===== config.mk =====
export PLATFORM = sky130hd
export DESIGN_NAME = i2c_master_bit_sequencer
export DESIGN_NICKNAME = d
export VERILOG_FILES = /design/src/i2cms_pkg.sv /design/src/i2cms_front.sv /design/src/i2cms_back.sv /design/src/i2c_master_bit_sequencer.sv
export SDC_FILE = /design/constraint.sdc
export NUM_CORES = 1
export LEC_CHECK = 0
export ABC_AREA = 1
export ABC_CLOCK_PERIOD_IN_PS = 6100
export BUFFER_PORTS_ARGS = -buffer_cell sky130_fd_sc_hd__buf_2
export CORE_ASPECT_RATIO = 0.75
export CORE_MARGIN = 1
export CORE_UTILIZATION = 61
export CTS_CLUSTER_DIAMETER = 80
export DETAILED_ROUTE_END_ITERATION = 10
export GPL_ROUTABILITY_DRIVEN = 0
export HOLD_SLACK_MARGIN = 0.15
export PLACE_DENSITY = 0.9
export SLEW_MARGIN = 10
export SYNTH_ARGS = -nofsm -noshare
export SYNTH_HDL_FRONTEND = slang
export SYNTH_SLANG_ARGS = --single-unit

===== constraint.sdc =====
create_clock -name clk -period 6.1 [get_ports clk]
set_input_delay 0.915 -clock clk [delete_from_list [all_inputs] [get_ports clk]]
set_output_delay 0.915 -clock clk [all_outputs]
set_load 0.01 [all_outputs]

===== src/i2cms_pkg.sv =====
// Shared types and constants of the I2C master bit sequencer.
// Used by i2cms_front, i2cms_back and i2c_master_bit_sequencer; no dependencies.
package i2cms_pkg;

	localparam int DATA_BITS = 8;

	localparam logic [2:0] CMD_START = 3'd0;
	localparam logic [2:0] CMD_STOP  = 3'd1;
	localparam logic [2:0] CMD_WRITE = 3'd2;
	localparam logic [2:0] CMD_READ  = 3'd3;
	localparam logic [2:0] CMD_ACK   = 3'd4;

	localparam logic [4:0] START_LAST_PHASE = 5'd3;
	localparam logic [4:0] STOP_LAST_PHASE  = 5'd2;
	localparam logic [4:0] READ_LAST_PHASE  = 5'd17;
	localparam logic [3:0] ACK_SLOT_BIT     = 4'd8;
	localparam logic [2:0] MSB_INDEX        = 3'd7;

	typedef struct packed {
		logic [2:0] command;
		logic [7:0] tx_byte;
		logic       nack_bit;
		logic [8:0] sda_samples;
	} cmd_item_t;

	typedef struct packed {
		logic      valid;
		cmd_item_t item;
	} queue_head_t;

	typedef struct packed {
		logic scl_level;
		logic sda_level;
		logic sample_point;
		logic [7:0] rx_byte;
		logic ack_seen;
		logic last;
	} phase_t;

endpackage


===== src/i2cms_front.sv =====
// Front end: accepts command requests, drops undefined codes, queues the rest.
// Depends on i2cms_pkg.
module i2cms_front (
	input  logic                   clk,
	input  logic                   arst_n,
	input  logic                   s_tvalid,
	output logic                   s_tready,
	input  i2cms_pkg::cmd_item_t   in_item,
	output i2cms_pkg::queue_head_t head,
	input  logic                   pop
);
	import i2cms_pkg::*;

	cmd_item_t  mem_q [2];
	logic       wr_ptr_q;
	logic       rd_ptr_q;
	logic [1:0] count_q;
	logic       accept;
	logic       push;
	logic       known;

	assign known    = (in_item.command == CMD_START) || (in_item.command == CMD_STOP) ||
	                  (in_item.command == CMD_WRITE) || (in_item.command == CMD_READ) ||
	                  (in_item.command == CMD_ACK);
	assign s_tready = (count_q != 2'd2);
	assign accept   = s_tvalid && s_tready;
	assign push     = accept && known;

	assign head.valid = (count_q != 2'd0);
	assign head.item  = mem_q[rd_ptr_q];

	always_ff @(posedge clk) begin
		if (push) begin
			mem_q[wr_ptr_q] <= in_item;
		end
	end

	always_ff @(posedge clk or negedge arst_n) begin
		if (!arst_n) begin
			wr_ptr_q <= 1'b0;
			rd_ptr_q <= 1'b0;
			count_q  <= 2'd0;
		end else begin
			if (push) begin
				wr_ptr_q <= ~wr_ptr_q;
			end
			if (pop) begin
				rd_ptr_q <= ~rd_ptr_q;
			end
			case ({push, pop})
				2'b10:   count_q <= count_q + 2'd1;
				2'b01:   count_q <= count_q - 2'd1;
				default: count_q <= count_q;
			endcase
		end
	end

	a_count_bound: assert property (@(posedge clk) disable iff (!arst_n)
		count_q != 2'd3)
		else $error("queue count out of range");
	a_pop_nonempty: assert property (@(posedge clk) disable iff (!arst_n)
		pop |-> head.valid)
		else $error("pop from empty queue");
	a_undefined_dropped: assert property (@(posedge clk) disable iff (!arst_n)
		(accept && !known) |=> (count_q == $past(count_q) - {1'b0, $past(pop)}))
		else $error("undefined command entered the queue");

endmodule


===== src/i2cms_back.sv =====
// Back end: expands the queued command into bus phases, one per cycle while
// the receiver is not stalling, into an output register. Depends on i2cms_pkg.
module i2cms_back (
	input  logic                   clk,
	input  logic                   arst_n,
	input  i2cms_pkg::queue_head_t head,
	output logic                   pop,
	output logic                   m_tvalid,
	input  logic                   m_tready,
	output i2cms_pkg::phase_t      phase
);
	import i2cms_pkg::*;

	logic [4:0] phase_q;
	logic [1:0] sub_q;
	logic [3:0] bit_q;
	logic       scl_q;
	logic       sda_q;
	logic       out_valid_q;
	phase_t     out_q;
	phase_t     nxt;
	logic       fire;
	logic       is_write;

	assign fire     = head.valid && (!out_valid_q || m_tready);
	assign pop      = fire && nxt.last;
	assign is_write = (head.item.command == CMD_WRITE);

	always_comb begin
		nxt = '{scl_level: scl_q, sda_level: sda_q, sample_point: 1'b0,
		        rx_byte: 8'd0, ack_seen: 1'b0, last: 1'b0};
		case (head.item.command)
			CMD_START: begin
				case (phase_q)
					5'd0:    nxt.sda_level = 1'b1;
					5'd1:    nxt.scl_level = 1'b1;
					5'd2:    nxt.sda_level = 1'b0;
					default: begin
						nxt.scl_level = 1'b0;
						nxt.last      = (phase_q == START_LAST_PHASE) || 1'b1;
					end
				endcase
			end
			CMD_STOP: begin
				case (phase_q)
					5'd0:    nxt.sda_level = 1'b0;
					5'd1:    nxt.scl_level = 1'b1;
					default: begin
						nxt.sda_level = 1'b1;
						nxt.last      = (phase_q == STOP_LAST_PHASE) || 1'b1;
					end
				endcase
			end
			CMD_WRITE, CMD_ACK: begin
				case (sub_q)
					2'd0: begin
						if (!is_write) begin
							nxt.sda_level = head.item.nack_bit;
						end else if (bit_q == ACK_SLOT_BIT) begin
							nxt.sda_level = 1'b1;
						end else begin
							nxt.sda_level = head.item.tx_byte[MSB_INDEX - bit_q[2:0]];
						end
					end
					2'd1: begin
						nxt.scl_level    = 1'b1;
						nxt.sample_point = is_write && (bit_q == ACK_SLOT_BIT);
					end
					default: begin
						nxt.scl_level = 1'b0;
						nxt.last      = !is_write || (bit_q == ACK_SLOT_BIT);
						nxt.ack_seen  = is_write && (bit_q == ACK_SLOT_BIT) &&
						                !head.item.sda_samples[0];
					end
				endcase
			end
			CMD_READ: begin
				if (phase_q == 5'd0) begin
					nxt.sda_level = 1'b1;
				end else if (phase_q == READ_LAST_PHASE) begin
					nxt.scl_level = 1'b0;
					nxt.last      = 1'b1;
					nxt.rx_byte   = head.item.sda_samples[8:1];
				end else begin
					nxt.scl_level    = ~phase_q[0];
					nxt.sample_point = ~phase_q[0];
				end
			end
			default: begin
				nxt.last = 1'b1;
			end
		endcase
	end

	always_ff @(posedge clk or negedge arst_n) begin
		if (!arst_n) begin
			phase_q     <= 5'd0;
			sub_q       <= 2'd0;
			bit_q       <= 4'd0;
			scl_q       <= 1'b1;
			sda_q       <= 1'b1;
			out_valid_q <= 1'b0;
		end else begin
			if (fire) begin
				scl_q       <= nxt.scl_level;
				sda_q       <= nxt.sda_level;
				out_valid_q <= 1'b1;
				if (nxt.last) begin
					phase_q <= 5'd0;
					sub_q   <= 2'd0;
					bit_q   <= 4'd0;
				end else begin
					phase_q <= phase_q + 5'd1;
					sub_q   <= (sub_q == 2'd2) ? 2'd0 : sub_q + 2'd1;
					bit_q   <= bit_q + {3'd0, (sub_q == 2'd2)};
				end
			end else if (m_tready) begin
				out_valid_q <= 1'b0;
			end
		end
	end

	always_ff @(posedge clk) begin
		if (fire) begin
			out_q <= nxt;
		end
	end

	assign m_tvalid = out_valid_q;
	assign phase    = out_q;

	a_sample_high: assert property (@(posedge clk) disable iff (!arst_n)
		(m_tvalid && phase.sample_point) |-> phase.scl_level)
		else $error("sample point while SCL low");
	a_status_on_last: assert property (@(posedge clk) disable iff (!arst_n)
		(m_tvalid && (phase.ack_seen || (phase.rx_byte != 8'd0))) |-> phase.last)
		else $error("status reported before the last phase");
	a_last_scl_low: assert property (@(posedge clk) disable iff (!arst_n)
		(m_tvalid && phase.last && !phase.scl_level) |-> !phase.sample_point)
		else $error("last phase with SCL low carries a sample");
	a_counters_idle: assert property (@(posedge clk) disable iff (!arst_n)
		$past(pop) |-> (phase_q == 5'd0 && sub_q == 2'd0 && bit_q == 4'd0))
		else $error("phase counters not cleared after a command");

endmodule


===== src/i2c_master_bit_sequencer.sv =====
// Top level of the byte-level I2C master bit sequencer.
// Depends on i2cms_pkg, i2cms_front and i2cms_back.
//
// Usage: each request on the s_ side is one command (start, stop, write byte,
// read byte, send acknowledge). The block answers on the m_ side with the
// command's run of bus phases, one request per phase, m_tlast on the final one.
// Runs are 4 (start), 3 (stop, ack), 18 (read) or 27 (write) phases long.
// Undefined command codes are accepted and produce nothing.
// An accepted command is written to the command queue, and its first phase
// then passes through the output register before it is offered. The back
// end's phase sequencer expands one phase per cycle while the receiver is
// ready; a two-entry command queue lets the next command be taken
// while the current one is still being expanded.
// Reset clears the queue and the output valid flag and returns both held line
// levels to the idle bus (SCL and SDA high).
// When the receiver stalls, the current phase holds on m_tdata and the
// sequencer waits; commands keep being accepted until the queue is full.
module i2c_master_bit_sequencer (
	input  logic        clk,
	input  logic        arst_n,
	input  logic        s_tvalid,
	output logic        s_tready,
	// [2:0] command, [10:3] tx_byte, [11] nack_bit, [20:12] sda_samples
	input  logic [23:0] s_tdata,
	output logic        m_tvalid,
	input  logic        m_tready,
	// [0] scl_level, [1] sda_level, [2] sample_point, [10:3] rx_byte, [11] ack_seen
	output logic [15:0] m_tdata,
	output logic        m_tlast
);
	import i2cms_pkg::*;

	cmd_item_t   in_item;
	queue_head_t head;
	phase_t      phase;
	logic        pop;

	assign in_item.command     = s_tdata[2:0];
	assign in_item.tx_byte     = s_tdata[10:3];
	assign in_item.nack_bit    = s_tdata[11];
	assign in_item.sda_samples = s_tdata[20:12];

	i2cms_front u_front (
		.clk      (clk),
		.arst_n   (arst_n),
		.s_tvalid (s_tvalid),
		.s_tready (s_tready),
		.in_item  (in_item),
		.head     (head),
		.pop      (pop)
	);

	i2cms_back u_back (
		.clk      (clk),
		.arst_n   (arst_n),
		.head     (head),
		.pop      (pop),
		.m_tvalid (m_tvalid),
		.m_tready (m_tready),
		.phase    (phase)
	);

	assign m_tdata = {4'd0, phase.ack_seen, phase.rx_byte, phase.sample_point,
	                  phase.sda_level, phase.scl_level};
	assign m_tlast = phase.last;

endmodule

Word level (Yosys, flattened, before mapping)

Memory sizes are Yosys's and may differ from the RTL's.
Index checks and enable logic that the tools add are counted.

$add $sub $neg: 6
Multipliers: 0
Divide/modulo/power cells: 0
$lt $le $gt $ge: 1
Equal/unequal tests: 17
Shifts and indexed selects: 0
Mux-type cells: 33
Bitwise operators: 6
Reductions and logical operators: 29

Operators with widths:

| cell                | number |
|---|---|
| $mux 1              | 18 |
| $eq 3x2->1 const B  | 4 |
| $pmux 1 s2          | 5 |
| $mux 9              | 1 |
| $reduce_or 3->1     | 3 |
| $mux 8              | 1 |
| $pmux 2 s4          | 1 |
| $reduce_or 2->1     | 4 |
| $eq 3x1->1 const B  | 2 |
| $eq 3x3->1 const B  | 2 |
| $logic_and 1x1->1   | 6 |
| $logic_not 3->1     | 2 |
| $logic_or 1x1->1    | 6 |
| $not 1->1           | 6 |
| $reduce_bool 2->1   | 3 |
| $add 5x1->5 const B | 1 |
| $eq 5x1->1 const B  | 1 |
| $eq 5x2->1 const B  | 1 |
| $eq 5x5->1 const B  | 1 |
| $logic_not 5->1     | 1 |
| $mux 5              | 1 |
| $add 2x1->2 const B | 2 |
| $add 4x1->4         | 1 |
| $eq 2x1->1 const B  | 2 |
| 13 further kinds    | 17 |

Bits in registers: 31
Bits in latches: 0
Memory bits (writable): 42
Memory bits (read-only): 0
Output and inout bits: 19
Memories kept: 1

Memory list:

| name          | depth | bits a word | read ports | clocked after Yosys merged registers in | wr ports | line              | RTL |
|---|---|---|---|---|---|---|---|
| u_front.mem_q | 2     | 21          | 1          | 0                                       | 1        | i2cms_front.sv:14 | `cmd_item_t mem_q [2];` |

Depth between registers and ports, before layout

Gate-level depths: netlist (run 1).
An unclocked memory read counts as a cell.

Word-level depth: 9
Gate-level depth with buffers: 15
Gate-level depth less buffers: 14

By module

From an unflattened synthesis (run 1), not the netlist that was laid out.

Cell total of the unflattened synthesis: 285
Area, all modules: 3337.0 um^2

Modules (own cells, without submodules):

| module                   | instances | cells each | area each (um^2) | seq. area each (um^2) |
|---|---|---|---|---|
| i2cms_front              | 1         | 93         | 1742.9           | 1361.3 |
| i2cms_back               | 1         | 187        | 1560.2           | 743.2 |
| i2c_master_bit_sequencer | 1         | 5          | 33.8             | 0.0 |

Worst setup path before layout (run 1)

Ideal clock, no wire load.

Path kind: input -> register
Start point: input s_tdata[1]
End point: memory u_front.mem_q[0][0] (netlist bit), enable pin
Library setup time: 0.399 ns
Arrival time: 2.136 ns
Data required time: 5.701 ns
Slack: 3.565 ns
Stages on the path: 3
Buffers on the path: 0
Cells stage by stage: o21ai_0 nand3_1 nor2_1

Cells in the longest elaborated chain, start to end: 8
Elaborated cells on any way between the ends: 12
Those cells by class: eq/ne: 4; mux: 2; reduce/logical: 6

Ends and longest elaborated chain:

| item                                          | line                           | RTL |
|---|---|---|
| from (decl)                                   | i2c_master_bit_sequencer.sv:24 | `input logic [23:0] s_tdata,` |
| $eq 3x1->1 or $logic_not 3->1 (tied branches) | i2cms_front.sv:22              | `assign known = (in_item.command == CMD_START) \|\| (in_item.command == CMD_STOP) \|\|` |
| $logic_or 1x1->1 (2 in a row)                 | i2cms_front.sv:22              |  |
| $logic_or 1x1->1                              | i2cms_front.sv:23              | `(in_item.command == CMD_WRITE) \|\| (in_item.command == CMD_READ) \|\|` |
| $logic_or 1x1->1 (*)                          | i2cms_front.sv:23              |  |
| $logic_and 1x1->1 (*)                         | i2cms_front.sv:27              | `assign push = accept && known;` |
| $mux 1 (*)                                    | i2cms_front.sv:33              | `if (push) begin` |
| $mux 1 (not written as such) (*)              | i2cms_front.sv:34              | `mem_q[wr_ptr_q] <= in_item;` |
| to (decl)                                     | i2cms_front.sv:14              |  |

Every way passes the cells marked *; elsewhere a longest branch is shown, timed or not.

==> impl_metrics.ini, run 1 <==
[sta]
finalSetupViolCount = 0
maxSlewViolCount = 0
finalHoldViolations = 0
worst_slew_pin_slew_ns = 1.05
worst_slack_ns = 3.12
skew_ns = 0.00811
relSlewSlack = 0.303
timing.hold.ws_ns = 0.475
layout_min_cycle_time_ns = 2.98
fmax_mhz = 336
post-route-period-util = 0.488
fin_setup_tns_ns = 0
rsz0062_at_grt = false

[logic_synthesis]
synth_area_leaders = edfxtp_1 (49%), dfrtp_1 (12%), nand2_1 (8.1%), inv_1 (3.3%), nand3_1 (2.9%)
synth_edf_count = 55
ys_warn_count = 0
ys_ff_latch = 73
synth_top_area_frac = 0.485
synth_cells = 315
synth_cell_types = 38
async_reset_ff_frac = 0.247
yosysTopAreaCell = edfxtp_1
synthFlopType = edfxtp_1
yosysSeqAreaShare = 0.619
syn_area_sq_um = 3400
postSynthAreaPerCell_sq_um = 10.8

[route]
post-route-drc-count = 0
post_drt_via_cell_ratio = 5.32
ant_nets = 0
drt_iter0_drc = 183
drt-total-wl_microns = 6110
via_count = 2340
wl_per_cell_microns = 13.9
dr.pass1.iters = 5

[pwr]
pwr-share-comb = 0.370
power.switching_mw = 0.700
power_density_nw_per_um2 = 470
p_sw_frac = 0.389
p_leak_nw = 1.63
worst_ir_drop_vdd_mv = 0.199
seq_power_share = 0.432
p_total_mw = 1.80
power_frac_clock = 0.198
internal_power_mw = 1.10

[critical_path]
worst_ep_required_time_ns = 6.33
rrSetupSlack_ns = 3.12
endpoint_kind = flip-flop
critPathMaxFanout = 27
r2r-end = u_front.count_q[1]$_DFFE_PN0P_
r2r_cells = 13
r2r_start = u_front.rd_ptr_q$_DFFE_PN0P_
worstPathArrival_ns = 3.21
worstSetupPathType = reg2reg
worstSetupStartpointType = flip-flop

[die]
num_io_pins = 47
dieArea_sq_um = 5880
dieWidth_microns = 88.2
fp.dieH_microns = 66.7
fp.coreArea_sq_um = 5350
row_count = 23
start_util = 0.636

[layout]
finalNetCount = 395
drive_gt1_frac = 0.249
final_util = 0.715
diodes = 0
final_cells = 440
final_area_sq_um = 3830
areaGrowthSynthToFinish_pct = 12.5

[grt]
antenna_found_initial = 0
gr-max-usage-layer = met2
grt_max_degree = 32
gr-total-overflow = 0
groute.usage.overall = 0.231
grt_pass1_vias = 2181
grtUsageMet3 = 0.0793
use_met1 = 0.262
grt_pass1_wl_microns = 9730
use_met2 = 0.403

[run_status]
status = complete, no violations

[clocking]
clk_pin_slew_ns = 0.07
cts_hold_buf = 0
clkSinkCount = 73
h-tree-depth = 3
worstSkewPairLatency_ns = 0.34
clockBufferDepth = 2
cts_resized = 0
clockRootBuffer = clkbuf_8
postCtsSetupBuffers = 0
cts_tree = done
cts_made_buffers = 9

[place]
hpwl_microns = 4150
preCtsSetupSlack_ns = 3.08
place_area_sq_um = 3640
portBuffers = 39
dp_cells = 424

[min_path]
hold_class = reg2reg
worstHoldEndpoint = u_back.sda_q$_DFFE_PN1P_
hold_path_depth = 2
hp-start = u_back.sda_q$_DFFE_PN1P_

[run]
max-cap-violations = 0
cell usage in the layout (no fill, tap or decap), types with 8 or more instances in the layout:
master | Yosys | layout
nand2_1 | 73 | 73
edfxtp_1 | 55 | 55
buf_2 | 1 | 39
inv_1 | 30 | 30
nor2_1 | 21 | 21
nand3_1 | 20 | 20
dfrtp_1 | 16 | 16
a21oi_1 | 11 | 11
clkbuf_8 | 0 | 9
nand2_2 | 8 | 8
nor2_2 | 8 | 8
critical path, cell delays in order, from the launching register on:
cell     delay, ns
dfrtp_1       1.04
inv_8         0.19
nand2_1       0.13
nand2_2       0.09
nor2_1        0.11
nand3_1       0.14
nand4_2       0.13
nand3_4       0.16
nand2_4       0.12
inv_6         0.07
ha_1          0.32
a21oi_1       0.11
o21ai_0       0.11
xnor2_1       0.13
layout make-up:
type                    instances  area [sq um]
clock buffers                  13           139
clock inverters                 3          42.5
fillers                       380          1530
inverters                      35           144
multi-input cells             200          1090
flip-flops and latches         73          2100
well taps                      75          93.8
repair buffers                 41           210
synthesized netlist by cell type (4+ instances only):
cell      instances
a21oi_1          11
buf_4             5
dfrtp_1          16
edfxtp_1         55
ha_1              7
inv_1            30
nand2_1          73
nand2_2           8
nand2_4           7
nand3_1          20
nand4_1           5
nor2_1           21
nor2_2            8
o21ai_0           7
o22ai_1           5
xor2_1            4
logic make-up (layout without fill, tap and decap cells):
logic type,Yosys count,in the layout,synth area share
and+or+nand+nor,155,155,0.228
DFF,73,73,0.619
buffers and inverters,45,92,0.0636
AOI/OAI and AO/OA,27,27,0.0445
adders and majority gates,7,7,0.0257
xor gates and xnor gates,7,7,0.0180
other,1,4,0.00110
registers in the layout, indices dropped and copies added (netlist names):
| register | cells |
|---|---|
| u_front.mem_q | 42 |
| u_back.sub_q | 2 |
| u_front.wr_ptr_q | 1 |
| u_back.sda_q | 1 |
| u_back.phase | 13 |
| u_front.rd_ptr_q | 1 |
| u_back.phase_q | 5 |
| u_back.m_tvalid | 1 |
| u_back.scl_q | 1 |
| u_front.count_q | 2 |
| u_back.bit_q | 4 |
worst max-delay path by stage:
stage                                       from                              to  cells after the start
detailed placement                      m_tready  u_front.count_q[1]$_DFFE_PN0P_                     11
floorplan                             s_tdata[1]   u_front.mem_q[0][0]$_DFFE_PP_                      3
CTS                 u_front.rd_ptr_q$_DFFE_PN0P_  u_front.count_q[1]$_DFFE_PN0P_                     13
global placement                        m_tready  u_front.count_q[1]$_DFFE_PN0P_                     11
finish              u_front.rd_ptr_q$_DFFE_PN0P_  u_front.count_q[1]$_DFFE_PN0P_                     13
global route        u_front.rd_ptr_q$_DFFE_PN0P_  u_front.count_q[1]$_DFFE_PN0P_                     14
power by group through the flow:
stage / Combinational, mW / Sequential, mW / Clock, mW
2_1_floorplan: 0.520 / 0.769 / 0
3_3_place_gp: 0.631 / 0.780 / 0
3_5_place_dp: 0.663 / 0.786 / 0
4_1_cts: 0.666 / 0.776 / 0.359
5_1_grt: 0.748 / 0.793 / 0.376
6_report: 0.666 / 0.777 / 0.357
layer usage:
metal,up-vias,share of wire
met5,-,0
met3,9,0.062
met1,1124,0.42
li1,1130,-
met2,77,0.51
met4,0,0.015
Power figures use the tool's default switching activity.
==> run 2, diff against run 1 <==
ABC_AREA = 0   (was 1)
ABC_CLOCK_PERIOD_IN_PS = 2940   (was 6100)
CORE_UTILIZATION = 57   (was 61)
PLACE_DENSITY = 0.85   (was 0.9)
clock period = 2.94 ns   (was 6.1 ns; I/O delays follow)
==> run 2 against run 1 <==
Core utilization shrank 0.36 points. Via count fell by 5.6%. Count of clock-buffer cells in the layout fell by 3. Sequential power grew 100%. Combinational power increased by 91%. Critical path type unchanged. Critical endpoint unchanged. Highest routed layer unchanged.
==> impl_metrics.ini, run 2 <==
[pwr]
pwr-share-comb = 0.337
seq_power_share = 0.416
internal_power_mw = 2.50
worst_ir_drop_vdd_mv = 0.547
power_density_nw_per_um2 = 957
power.switching_mw = 1.28
p_sw_frac = 0.338
p_leak_nw = 1.57
power_frac_clock = 0.246

[sta]
fin_setup_tns_ns = 0
post-route-period-util = 0.896
maxSlewViolCount = 0
layout_min_cycle_time_ns = 2.63
finalSetupViolCount = 0
skew_ns = 0.00957
finalHoldViolations = 0
fmax_mhz = 380
rsz0062_at_grt = false
worst_slew_pin_slew_ns = 0.557
relSlewSlack = 0.629

[layout]
final_cell_mix = edfxtp_1 (55), buf_2 (39), nor2_1 (25), nand2_1 (16), dfrtp_1 (16)
final_common_cell = edfxtp_1
finalNetCount = 340
diodes = 0
final_util = 0.711
areaGrowthSynthToFinish_pct = 16.0
largest_reg_flops = 42
drive_gt1_frac = 0.284
final_area_sq_um = 3950
top_register = u_front.mem_q
fill_cells = 386

[critical_path]
worstSetupStartpointType = flip-flop
worst_ep_required_time_ns = 3.21
endpoint_kind = flip-flop
critPathMaxFanout = 13
worstPathArrival_ns = 2.91
worstSetupPathType = reg2reg

[logic_synthesis]
yosysTopAreaCell = edfxtp_1
synth_cells = 254
synth_commonest_cells = edfxtp_1 (55), nor2_1 (25), dfrtp_1 (16), nand2_1 (16), mux2i_1 (12)
postSynthAreaPerCell_sq_um = 13.4
ys_ff_latch = 73
syn_area_sq_um = 3400
synth_cell_types = 59
synthFlopType = edfxtp_1
async_reset_ff_frac = 0.247
yosysSeqAreaShare = 0.618
synth_edf_count = 55
ys_warn_count = 0
synth_top_area_frac = 0.485
synth.most_common_cell = edfxtp_1
synth_area_leaders = edfxtp_1 (49%), dfrtp_1 (12%), mux2i_1 (3.5%), nor2_1 (2.8%), ha_1 (2.6%)

[clocking]
h-tree-depth = 3
clockRootBuffer = clkbuf_8
postCtsSetupBuffers = 0
worstSkewPairLatency_ns = 0.35
cts_tree = done
cts_resized = 0
clockBufferDepth = 2
cts_made_buffers = 9
clkSinkCount = 73
clk_pin_slew_ns = 0.08

[route]
ant_nets = 0
post-route-drc-count = 0
dr.pass1.iters = 4
drt_iter0_drc = 175
post_drt_via_cell_ratio = 5.74
via_count = 2208
drt-total-wl_microns = 6200
wl_per_cell_microns = 16.1

[place]
portBuffers = 39
hpwl_microns = 4460
place_area_sq_um = 3700

[die]
fp.dieH_microns = 68.9
fp.coreArea_sq_um = 5550
start_util = 0.613
row_count = 23
dieArea_sq_um = 6290
num_io_pins = 47
dieWidth_microns = 91.2

[grt]
antenna_found_initial = 0
grt_pass1_wl_microns = 10100
groute.usage.overall = 0.225
grt_max_degree = 25
gr-total-overflow = 0
grt_pass1_vias = 2118

[min_path]
hold_class = in2reg

[run_status]
status = complete, no violations

[run]
max-cap-violations = 0
run 2: path summary, 6_finish.rpt:
path                                               from                              to  slack, ns  cells past startpoint
setup / recovery           u_front.rd_ptr_q$_DFFE_PN0P_  u_front.count_q[1]$_DFFE_PN0P_       0.31                      9
hold / removal                               s_tdata[7]  u_front.mem_q[1][14]$_DFFE_PP_       0.27                      1
setup reg to reg           u_front.rd_ptr_q$_DFFE_PN0P_  u_front.count_q[1]$_DFFE_PN0P_       0.31                      9
hold reg to reg             u_back.m_tvalid$_DFFE_PN0P_     u_back.m_tvalid$_DFFE_PN0P_       0.50                      2
max in group asynchronous                        arst_n        u_back.scl_q$_DFFE_PN1P_       2.06                      2
min in group asynchronous                        arst_n     u_back.bit_q[3]$_DFFE_PN0P_       0.55                      2
run 2: kinds of logic (layout without fill, tap and decap cells):
kind of cell | after synthesis | count (layout) | synth area share
buffers and inverters | 18 | 71 | 0.0298
XOR/XNOR | 6 | 6 | 0.0154
other | 1 | 4 | 0.00110
AO/OA/AOI/OAI | 47 | 47 | 0.114
adder cells (fa/ha/maj) | 7 | 7 | 0.0257
AND/OR/NAND/NOR | 81 | 81 | 0.123
multiplexers | 21 | 21 | 0.0728
flip-flops | 73 | 73 | 0.618
run 2: stage by stage:
step | power, mW | setup slack [ns] | hold slack, ns | instances
floorplan | 2.54 | 0.745 | 0.145 | 257
global placement | 2.80 | 0.373 | 0.393 | 368
detailed placement | 2.85 | 0.361 | 0.395 | 368
CTS | 3.79 | 0.316 | 0.262 | 385
global route | 3.98 | 0.0310 | 0.254 | 385
finish | 3.78 | 0.306 | 0.274 | 385
run 2: power groups by stage:
| stage | logic (mW) | registers (mW) | clock network [mW] |
|---|---|---|---|
| finish | 1.27 | 1.57 | 0.932 |
| global route | 1.40 | 1.61 | 0.979 |
| CTS | 1.27 | 1.57 | 0.946 |
| detailed placement | 1.26 | 1.59 | 0 |
| global placement | 1.22 | 1.58 | 0 |
| floorplan | 0.965 | 1.57 | 0 |
run 2: routing by layer:
metal	wire length, microns	share of wire	vias up	global-route usage
li1	-	-	1048	-
met1	2700	0.44	1061	0.261
met2	2990	0.48	86	0.401
met3	394	0.064	13	0.0713
met4	119	0.019	0	0.0952
met5	0	0	-	0
run 2: final cells by class:
cell class | instances | area, sq um | share of cell area
Multi-Input combinational cell | 166 | 1210 | 0.306
Timing Repair Buffer | 50 | 280 | 0.0710
Inverter | 5 | 18.8 | 0.00475
Sequential cell | 73 | 2100 | 0.533
Clock inverter | 6 | 115 | 0.0291
Clock buffer | 10 | 128 | 0.0323
Tap cell | 75 | 93.8 | 0.0238
run 2: what timing repair did:
| item | CTS | global route |
|---|---|---|
| hold buffers | 1 | 0 |
| endpoints found under the setup margin | 0 | 0 |
| endpoints found under the hold margin | 16 | 0 |
run 2: critical path: stages (launching register included):
cell and delay (ns):
dfrtp_1 0.69, mux2i_1 0.41, buf_4 0.19, nand2_1 0.11, a21oi_4 0.26, o21ai_0 0.20
inv_1 0.11, ha_1 0.26, nor2_1 0.15, xor2_1 0.16
